==> config.mk <==
export PLATFORM = sky130hd
export DESIGN_NAME = best_fit_block_allocator
export DESIGN_NICKNAME = d
export VERILOG_FILES = /design/src/bfa_pkg.sv /design/src/bfa_table.sv /design/src/bfa_engine.sv /design/src/best_fit_block_allocator.sv
export SDC_FILE = /design/constraint.sdc
export NUM_CORES = 1
export LEC_CHECK = 0
export ABC_CLOCK_PERIOD_IN_PS = 9600
export BUFFER_PORTS_ARGS = -buffer_cell sky130_fd_sc_hd__buf_2
export CORE_MARGIN = 2
export CORE_UTILIZATION = 50
export CTS_CLUSTER_SIZE = 28
export DETAILED_ROUTE_END_ITERATION = 7
export PLACE_DENSITY_LB_ADDON = 0.2
export SLEW_MARGIN = 5
export SYNTH_ARGS = -nofsm -noshare
export SYNTH_HDL_FRONTEND = slang
export SYNTH_SLANG_ARGS = --single-unit
==> constraint.sdc <==
create_clock -name clk -period 9.6 [get_ports clk]
set_clock_uncertainty 0.15 [all_clocks]
set_input_delay 2.4 -clock clk [delete_from_list [all_inputs] [get_ports clk]]
set_output_delay 2.4 -clock clk [all_outputs]
set_load 0.05 [all_outputs]
==> src/bfa_pkg.sv <==
`default_nettype none

package bfa_pkg;

	// Table geometry.
	localparam int MAX_BLOCKS = 16;
	localparam int SIZE_BITS  = 16;
	localparam int IDX_W      = (MAX_BLOCKS > 1) ? $clog2(MAX_BLOCKS) : 1;
	localparam int CNT_W      = $clog2(MAX_BLOCKS + 1);

	// Fixed widths of the result fields.
	localparam int OUT_IDX_W  = 4;
	localparam int OUT_SIZE_W = 16;

	typedef enum logic [1:0] {
		STAT_LOADED        = 2'd0,
		STAT_ALLOCATED     = 2'd1,
		STAT_NOT_ALLOCATED = 2'd2,
		STAT_FULL          = 2'd3
	} status_t;

	// One write to the size table.
	typedef struct packed {
		logic                 en;
		logic [IDX_W-1:0]     addr;
		logic [SIZE_BITS-1:0] data;
	} tbl_wr_t;

	// One read of the size table.
	typedef struct packed {
		logic             en;
		logic [IDX_W-1:0] addr;
	} tbl_rd_t;

	// One finished result.
	typedef struct packed {
		status_t               status;
		logic [OUT_IDX_W-1:0]  block_index;
		logic [OUT_SIZE_W-1:0] remaining_size;
	} result_t;

endpackage

`default_nettype wire

==> src/bfa_table.sv <==
`default_nettype none

module bfa_table
	import bfa_pkg::*;
(
	input  wire logic                 clk,
	input  wire tbl_wr_t              wr,
	input  wire tbl_rd_t              rd,
	output logic     [SIZE_BITS-1:0]  rdata
);

	logic [SIZE_BITS-1:0] mem [MAX_BLOCKS];

	// Single write port.
	always_ff @(posedge clk) begin
		if (wr.en) begin
			mem[wr.addr] <= wr.data;
		end
	end

	// Registered read port: rdata holds the addressed entry from the cycle after the read.
	always_ff @(posedge clk) begin
		if (rd.en) begin
			rdata <= mem[rd.addr];
		end
	end

endmodule

`default_nettype wire

==> src/bfa_engine.sv <==
`default_nettype none

module bfa_engine
	import bfa_pkg::*;
(
	input  wire logic                  clk,
	input  wire logic                  arst_n,
	input  wire logic                  in_valid,
	output logic                       in_ready,
	input  wire logic                  in_mode,
	input  wire logic [SIZE_BITS-1:0]  in_size,
	output tbl_wr_t                    tbl_wr,
	output tbl_rd_t                    tbl_rd,
	input  wire logic [SIZE_BITS-1:0]  tbl_rdata,
	output logic                       res_valid,
	output result_t                    res,
	input  wire logic                  res_ready
);

	typedef enum logic [4:0] {
		S_IDLE   = 5'b00001,
		S_SCAN   = 5'b00010,
		S_DRAIN  = 5'b00100,
		S_COMMIT = 5'b01000,
		S_RESULT = 5'b10000
	} state_t;

	state_t               state_q;
	logic [CNT_W-1:0]     count_q;
	logic [IDX_W-1:0]     scan_idx_q;
	logic                 rd_v_s1;
	logic [IDX_W-1:0]     rd_idx_s1;
	logic [SIZE_BITS-1:0] req_q;
	logic                 found_q;
	logic [IDX_W-1:0]     best_idx_q;
	logic [SIZE_BITS-1:0] best_size_q;
	result_t              res_q;

	logic                 accept;
	logic                 full;
	logic                 last_scan;
	logic                 hit;
	logic [SIZE_BITS-1:0] left_size;
	logic [31:0]          load_idx_wide;
	logic [31:0]          best_idx_wide;
	logic [31:0]          load_size_wide;
	logic [31:0]          left_size_wide;

	assign in_ready  = (state_q == S_IDLE);
	assign accept    = in_valid && in_ready;
	assign full      = (count_q == CNT_W'(MAX_BLOCKS));
	assign last_scan = ({1'b0, scan_idx_q} == (count_q - CNT_W'(1)));
	assign left_size = best_size_q - req_q;

	// Result fields at their fixed output widths.
	assign load_idx_wide  = 32'(count_q);
	assign best_idx_wide  = 32'(best_idx_q);
	assign load_size_wide = 32'(in_size);
	assign left_size_wide = 32'(left_size);

	// A fitting block that beats the best one seen so far.
	assign hit = rd_v_s1 && (tbl_rdata >= req_q) && (!found_q || (tbl_rdata < best_size_q));

	// Loads into a table that is not full write on acceptance; an allocation writes its chosen entry at commit.
	always_comb begin
		tbl_wr.en   = 1'b0;
		tbl_wr.addr = best_idx_q;
		tbl_wr.data = left_size;
		if (accept && !in_mode && !full) begin
			tbl_wr.en   = 1'b1;
			tbl_wr.addr = count_q[IDX_W-1:0];
			tbl_wr.data = in_size;
		end else if ((state_q == S_COMMIT) && found_q) begin
			tbl_wr.en = 1'b1;
		end
	end

	// The scan reads one entry per cycle.
	assign tbl_rd.en   = (state_q == S_SCAN);
	assign tbl_rd.addr = scan_idx_q;

	assign res_valid = (state_q == S_RESULT);
	assign res       = res_q;

	// Control sequence and block count.
	always_ff @(posedge clk or negedge arst_n) begin
		if (!arst_n) begin
			state_q    <= S_IDLE;
			count_q    <= '0;
			scan_idx_q <= '0;
			rd_v_s1    <= 1'b0;
			found_q    <= 1'b0;
		end else begin
			rd_v_s1 <= (state_q == S_SCAN);
			if (hit) begin
				found_q <= 1'b1;
			end
			case (state_q)
				S_IDLE: begin
					if (accept) begin
						found_q    <= 1'b0;
						scan_idx_q <= '0;
						if (!in_mode) begin
							if (!full) begin
								count_q <= count_q + CNT_W'(1);
							end
							state_q <= S_RESULT;
						end else if (count_q == '0) begin
							state_q <= S_RESULT;
						end else begin
							state_q <= S_SCAN;
						end
					end
				end
				S_SCAN: begin
					if (last_scan) begin
						state_q <= S_DRAIN;
					end else begin
						scan_idx_q <= scan_idx_q + IDX_W'(1);
					end
				end
				S_DRAIN: begin
					state_q <= S_COMMIT;
				end
				S_COMMIT: begin
					state_q <= S_RESULT;
				end
				S_RESULT: begin
					if (res_ready) begin
						state_q <= S_IDLE;
					end
				end
				default: begin
					state_q <= S_IDLE;
				end
			endcase
		end
	end

	// Request size, best candidate and the pending result.
	always_ff @(posedge clk) begin
		rd_idx_s1 <= scan_idx_q;
		if (hit) begin
			best_idx_q  <= rd_idx_s1;
			best_size_q <= tbl_rdata;
		end
		if (accept) begin
			req_q <= in_size;
			if (!in_mode) begin
				if (full) begin
					res_q.status         <= STAT_FULL;
					res_q.block_index    <= '0;
					res_q.remaining_size <= '0;
				end else begin
					res_q.status         <= STAT_LOADED;
					res_q.block_index    <= load_idx_wide[OUT_IDX_W-1:0];
					res_q.remaining_size <= load_size_wide[OUT_SIZE_W-1:0];
				end
			end else begin
				res_q.status         <= STAT_NOT_ALLOCATED;
				res_q.block_index    <= '0;
				res_q.remaining_size <= '0;
			end
		end else if ((state_q == S_COMMIT) && found_q) begin
			res_q.status         <= STAT_ALLOCATED;
			res_q.block_index    <= best_idx_wide[OUT_IDX_W-1:0];
			res_q.remaining_size <= left_size_wide[OUT_SIZE_W-1:0];
		end
	end

endmodule

`default_nettype wire

==> src/best_fit_block_allocator.sv <==
// Best-fit block allocator.
// Requests arrive on the s_ stream: s_tuser is the mode (0 loads a block size into the next
// free slot, 1 allocates) and s_tdata carries the size. Every request gives one result on
// the m_ stream: m_tuser is the status (loaded, allocated, not allocated, table full) and
// m_tdata holds the block index in its low 4 bits and the remaining size above it.
// A load passes from the idle state to the result state. An allocation walks the stored
// entries through the single read port of the size table, one per cycle, then drains
// the last read and commits; an empty table goes straight to the result state. The
// result then moves to the output register and raises m_tvalid; s_tready returns
// as the engine hands the result over. One request is worked on at a time; s_tready is high
// only while the engine is idle.
// The result sits in an output register, so a new request may be accepted while the
// previous result waits for m_tready; if the receiver stalls longer, the finished result
// of the new request is held in the engine and s_tready stays low until it moves on.
// Reset clears the block count and all handshake state; the table contents need no
// clearing, since only loaded slots are ever read.
`default_nettype none

module best_fit_block_allocator
	import bfa_pkg::*;
(
	input  wire logic        clk,
	input  wire logic        arst_n,
	input  wire logic        s_tvalid,
	output logic             s_tready,
	input  wire logic [15:0] s_tdata,   // size[15:0]
	input  wire logic        s_tuser,   // mode[0]
	output logic             m_tvalid,
	input  wire logic        m_tready,
	output logic      [23:0] m_tdata,   // block_index[3:0], remaining_size[19:4], zero[23:20]
	output logic      [1:0]  m_tuser    // status[1:0]
);

	tbl_wr_t              tbl_wr;
	tbl_rd_t              tbl_rd;
	logic [SIZE_BITS-1:0] tbl_rdata;
	logic                 res_valid;
	logic                 res_ready;
	result_t              res;
	result_t              out_q;
	logic                 out_valid_q;
	logic [31:0]          size_wide;

	assign size_wide = 32'(s_tdata);

	bfa_table u_table (
		.clk   (clk),
		.wr    (tbl_wr),
		.rd    (tbl_rd),
		.rdata (tbl_rdata)
	);

	bfa_engine u_engine (
		.clk       (clk),
		.arst_n    (arst_n),
		.in_valid  (s_tvalid),
		.in_ready  (s_tready),
		.in_mode   (s_tuser),
		.in_size   (size_wide[SIZE_BITS-1:0]),
		.tbl_wr    (tbl_wr),
		.tbl_rd    (tbl_rd),
		.tbl_rdata (tbl_rdata),
		.res_valid (res_valid),
		.res       (res),
		.res_ready (res_ready)
	);

	// Output register: takes a new result whenever it is empty or being drained.
	assign res_ready = !out_valid_q || m_tready;

	always_ff @(posedge clk or negedge arst_n) begin
		if (!arst_n) begin
			out_valid_q <= 1'b0;
		end else if (res_ready) begin
			out_valid_q <= res_valid;
		end
	end

	always_ff @(posedge clk) begin
		if (res_ready && res_valid) begin
			out_q <= res;
		end
	end

	assign m_tvalid = out_valid_q;
	assign m_tuser  = out_q.status;
	assign m_tdata  = {4'b0000, out_q.remaining_size, out_q.block_index};

endmodule

`default_nettype wire

# ---- Word-level counts from Yosys, hierarchy flattened
# Memory sizes are Yosys's and may differ from the RTL's. A register that Yosys moved wholly into a read port is not among the register bits.
# Cells that the tools add are included.
dict set report op_classes {
  n_reduce_logical 19
  n_addsub 4
  n_eq_ne 11
  bitwise_logic 2
  magnitude_cmp 2
  muxes 21
}
# operator n
set op_table {}
lappend op_table {{$mux W22} 4}
lappend op_table {{$mux W5} 5}
lappend op_table {{$pmux W5 S5} 1}
lappend op_table {{$mux W20} 1}
lappend op_table {{$ge A16 B16 Y1} 1}
lappend op_table {{$lt A16 B16 Y1} 1}
lappend op_table {{$sub A16 B16 Y16} 1}
lappend op_table {{$eq A5 B5 Y1 const B} 2}
lappend op_table {{$mux W4} 2}
lappend op_table {{$pmux W4 S2} 1}
lappend op_table {{$logic_and A1 B1 Y1} 7}
lappend op_table {{$mux W1} 7}
lappend op_table {{$reduce_and A3 Y1} 2}
lappend op_table {{$add A5 B1 Y5 const B} 1}
lappend op_table {{$eq A4 B5 Y1} 1}
lappend op_table {{$eq A5 B1 Y1 const B} 1}
lappend op_table {{$eq A5 B2 Y1 const B} 1}
lappend op_table {{$eq A5 B3 Y1 const B} 1}
lappend op_table {{$eq A5 B4 Y1 const B} 1}
lappend op_table {{$logic_not A5 Y1} 1}
lappend op_table {{$sub A5 B1 Y5 const B} 1}
lappend op_table {{$add A4 B1 Y4 const B} 1}
lappend op_table {{$logic_not A1 Y1} 4}
lappend op_table {{$ne A2 B1 Y1 const B} 2}
lappend op_table {{other kinds (5)} 9}
dict set report totals {
  n_memories 1
  output_inout_bits 28
  in_bits 21
  register_bits 101
  elab_cells 76
  ramBits 256
}
# memory words width rd rd_clocked_by_memory_dff write_ports line_no
set mem_list {}
lappend mem_list {u_table.mem 16 16 1 1 1 bfa_table.sv:12} ;# logic [SIZE_BITS-1:0] mem [MAX_BLOCKS];

# ---- Longest topological paths before layout
dict set report logic_depth {
  word_depth 7
  depth_mapped 9
  mapped_depth_nobuf 9
}

# ---- Modules after synthesis
# A second synthesis with hierarchy kept.
dict set report hier_totals {
  cells_unflattened 894
  hier_area_um2 15496.1
}
# module seq_area_each_um2 area_each_um2 cells_each instances
set by_module_without_submodules {}
lappend by_module_without_submodules {bfa_table 8167.8 10203.5 432 1}
lappend by_module_without_submodules {bfa_engine 2223.4 4544.4 431 1}
lappend by_module_without_submodules {best_fit_block_allocator 685.7 748.2 31 1}

# ---- Least setup slack after synthesis
# Ideal clock, no wire load.
dict set report synth_path {
  kind {input to register}
  start {input s_tvalid}
  end {memory u_table.mem[4][0] (enable)}
  setup_slack_ns 5.267
  cell_stages 6
  path_buffers 0
  t_arrival_ns 3.794
  t_required_ns 9.062
  setup_ns 0.388
  path_cell_list {nand4_4 -> inv_2 -> nand2_1 -> a22oi_1 -> nand2_1 -> nor2_1}
}
dict set report synth_via {
  elab_chain_len 6
  elab_cells_between_ends 7
  cone_classes {mux (4); reduce/logical (3)}
}
# item line_no
set synth_lines {}
lappend synth_lines {{from (decl)} best_fit_block_allocator.sv:24} ;# input wire logic s_tvalid,
lappend synth_lines {{$logic_and A1 B1 Y1 *} bfa_engine.sv:50} ;# assign accept = in_valid && in_ready;
lappend synth_lines {{$logic_and A1 B1 Y1 * (2 in series)} bfa_engine.sv:69} ;# if (accept && !in_mode && !full) begin
lappend synth_lines {{$mux W1} bfa_engine.sv:69}
lappend synth_lines {{$mux W1} bfa_table.sv:16} ;# if (wr.en) begin
lappend synth_lines {{$mux W1 (implied by the code)} bfa_table.sv:17} ;# mem[wr.addr] <= wr.data;
lappend synth_lines {{to (decl)} bfa_table.sv:12}
# Every way passes the cells marked *; elsewhere a longest branch is shown, timed or not.

# ---- Worst setup path after layout
dict set report layout_path {
  start {input s_tvalid}
  end {memory u_table.mem[1][3] (enable)}
}
# The elaborated chain is that of the path after synthesis.

==> flow_summary.ini <==
[drt]
firstDrtPassIters = 5
post_drt_via_cell_ratio = 5.77
initialDrtViolationCount = 781
vias = 8537
wirelength_um = 33500
ant_nets = 0
wl_per_cell_um = 22.6
route.detailed.drc = 0

[synth]
synthMuxAreaShare_pct = 9.30
synth_compound_area_share_pct = 8.53
netlist_top_cells_count = edfxtp_1, o21ai_0, nand2_1
synth_top_family_by_area = multiplexers
synth_top_area_cell = edfxtp_1
synth_fa_ha_area_share_pct = 4.00
ys_ff_latch = 373
synth-seq-area-share_pct = 70.0
synth-simple-area-share_pct = 4.46
synthDistinctLibCells = 74
netlist_area_um2 = 15800
yosysMostFrequentCell = edfxtp_1
synth_largest_type_area_fraction_pct = 66.8
postSynthCellCount = 985
yosysWarnings = 0
synth_area_leaders = edfxtp_1, mux4_2, ha_1
synthArstFlopShare_pct = 4.56
synth_xor_area_share_pct = 1.22
syn-mean-instance-area_um2 = 16.1
ys.flop_type = edfxtp_1
synth_edf_count = 352

[clocking]
postCtsSetupBuffers = 0
cts-root-to-sink-buffers = 3
worstSkewPairLatency_ps = 530
cts.htree.levels = 2
holdBufCountCts = 0
cts_root_buf = clkbuf_16
cts-buffers-inserted = 40
path_clk_slew_ps = 60
cts.sinks = 373
cts_tree = yes
post_cts_resized = 0

[outcome]
status = complete, no violations

[global_routing]
grt_pass1_vias = 8387
antenna_found_initial = 0
grt_use_met2_pct = 32.3
use_met1_pct = 29.9
grt_use_total_pct = 20.5
use_met3_pct = 3.55
grt_overflow = 0
grt-busiest-layer = met2
grt_max_degree = 59
grt_pass1_wl_um = 50600

[timing]
maxSlewHeadroom_pct = 14.2
finalHoldViolCount = 0
setup_ws_ps = 4230
rsz0062_at_grt = no
hold_slack_ps = 250
fin_crit_ps = 5370
worst_slew_pin_slew_ps = 1280
slew_violations = 0
setup_tns_ps = 0
max_freq_ghz = 0.186
setup_viol = 0
fin_crit_sh_pct = 55.9

[worst_setup_path]
crit_family = simple AND/OR/NAND/NOR gates
crit_path_max_incr_delay_ps = 790
startpoint_type = input pin
critPathMaxFanout = 31
cpMostUsedCell = nand2_1
critPathKind = in2reg
cp_cell_sequence = buf_2 -> nand4_4 -> inv_2 -> nand2_1 -> a22oi_1 -> nand2_1 -> nor2_2
cp.arrival_ps = 5360
slowest_stage = nor2_2
crit_path_end_kind = flop
critical_path_buf_inv_count = 2
worstPathRequired_ps = 9590

[placement]
dpl.cell_count = 1408
place_area_um2 = 16500
place_ws_ps = 3520
hpwlAfterDp_um = 22200
place_congestion = 0.853
io_buffers = 44

[final_layout]
drive_gt1_share_pct = 19.3
area_delta_synth_final_pct = 12.6
finalInstanceArea_um2 = 17800
utilization_pct = 56.8
instances_no_fill = 1479
nets = 1119
regArea_um2 = 11100
n_fill_cell = 2418
multiInputGateArea_um2 = 4420
num_antenna_cells = 0

[power]
seqPwrFrac_pct = 46.6
swShare_pct = 29.8
intPower_mw = 3.46
ir_worst_vdd_v = 0.000189
power_mw = 4.93
power_frac_clock_pct = 30.7
power_density_nw_per_um2 = 277
p_leak_nw = 6.14
p_switching_mw = 1.47
p_comb_share_pct = 22.7

[floorplanning]
start_util_pct = 50.4
io_pins = 49
die_w_um = 182
rows = 65
coreArea_um2 = 31400
dieArea_um2 = 33100
die_y_um = 182

[job]
max-cap-violations = 0

[min_path]
hold_path.class = reg2reg
-- power by group through the flow --
stage / Clock, mW / Sequential (mW) / Combinational [mW]
2_1_floorplan: 0 / 2.31 / 0.740
3_3_place_gp: 0 / 2.32 / 1.10
3_5_place_dp: 0 / 2.33 / 1.12
4_1_cts: 1.54 / 2.30 / 1.13
5_1_grt: 1.61 / 2.31 / 1.23
6_report: 1.51 / 2.30 / 1.12
-- worst register-to-register path, stage by stage, from the launching register on --
cell and delay, ps:
dfrtp_1 470, nor2_2 220, nand4_4 350, inv_2 570
nand2_1 560, a22oi_1 360, nand2_1 230, nor2_2 790
-- cell usage in the layout, fill, tap and decap left out, types with 32 or more instances in the layout --
cell / synthesis / routed
a21oi_1: 43 / 43
edfxtp_1: 352 / 352
ha_1: 49 / 49
mux2i_1: 51 / 51
nand2_1: 61 / 61
clkbuf_16: 0 / 42
buf_2: 15 / 44
inv_1: 44 / 44
o21ai_0: 67 / 66
mux4_2: 32 / 32
-- area by class of cell --
type / instances / area share (%)
Sequential cell: 373 / 62.2
Timing Repair Buffer: 61 / 1.95
Tap cell: 402 / 2.82
Clock buffer: 50 / 6.07
Inverter: 45 / 0.948
Clock inverter: 21 / 1.22
Multi-Input combinational cell: 527 / 24.8
-- registers in the layout (all words and copies together), names as in the netlist --
signal	cells
u_engine.found_q	1
u_engine.count_q	5
u_engine.res	22
u_engine.req_q	16
u_engine.best_idx_q	4
u_engine.best_size_q	16
u_engine.rd_idx_s1	4
u_engine.scan_idx_q	4
m_tdata	20
m_tuser	2
u_table.mem	256
u_engine.rd_v_s1	1
u_engine.state_q	5
u_table.rdata	16
m_tvalid	1
-- cells by family (layout without fill, tap and decap cells) --
group                      Yosys count  in the layout
DFF                                373            373
AOI/OAI and AO/OA                  204            204
and+or+nand+nor                    143            143
muxes                              104            104
buffers and inverters               88            177
adders and majority gates           50             50
xor gates and xnor gates            22             22
other                                1              4
-- routing by layer --
metal	part of all wire, %	vias up
li1	-	3976
met1	46	4221
met2	46	296
met3	6.3	44
met4	2.0	0
met5	0	-
-- path summary, 6_finish.rpt --
| kind | startpoint | to | slack [ps] | cells past startpoint |
|---|---|---|---|---|
| worst max-delay path | s_tvalid | u_table.mem[1][3] | 4230 | 7 |
| worst min-delay path | u_engine.rd_idx_s1[1] | u_engine.best_idx_q[1] | 250 | 0 |
| worst max register to register | u_engine.state_q[3] | u_table.mem[1][3] | 5500 | 7 |
| worst min register to register | u_engine.rd_idx_s1[1] | u_engine.best_idx_q[1] | 250 | 0 |
| max in group asynchronous | arst_n | u_engine.scan_idx_q[0] | 7230 | 1 |
| min in group asynchronous | arst_n | u_engine.state_q[4] | 1680 | 1 |
Power figures use the tool's default switching activity.
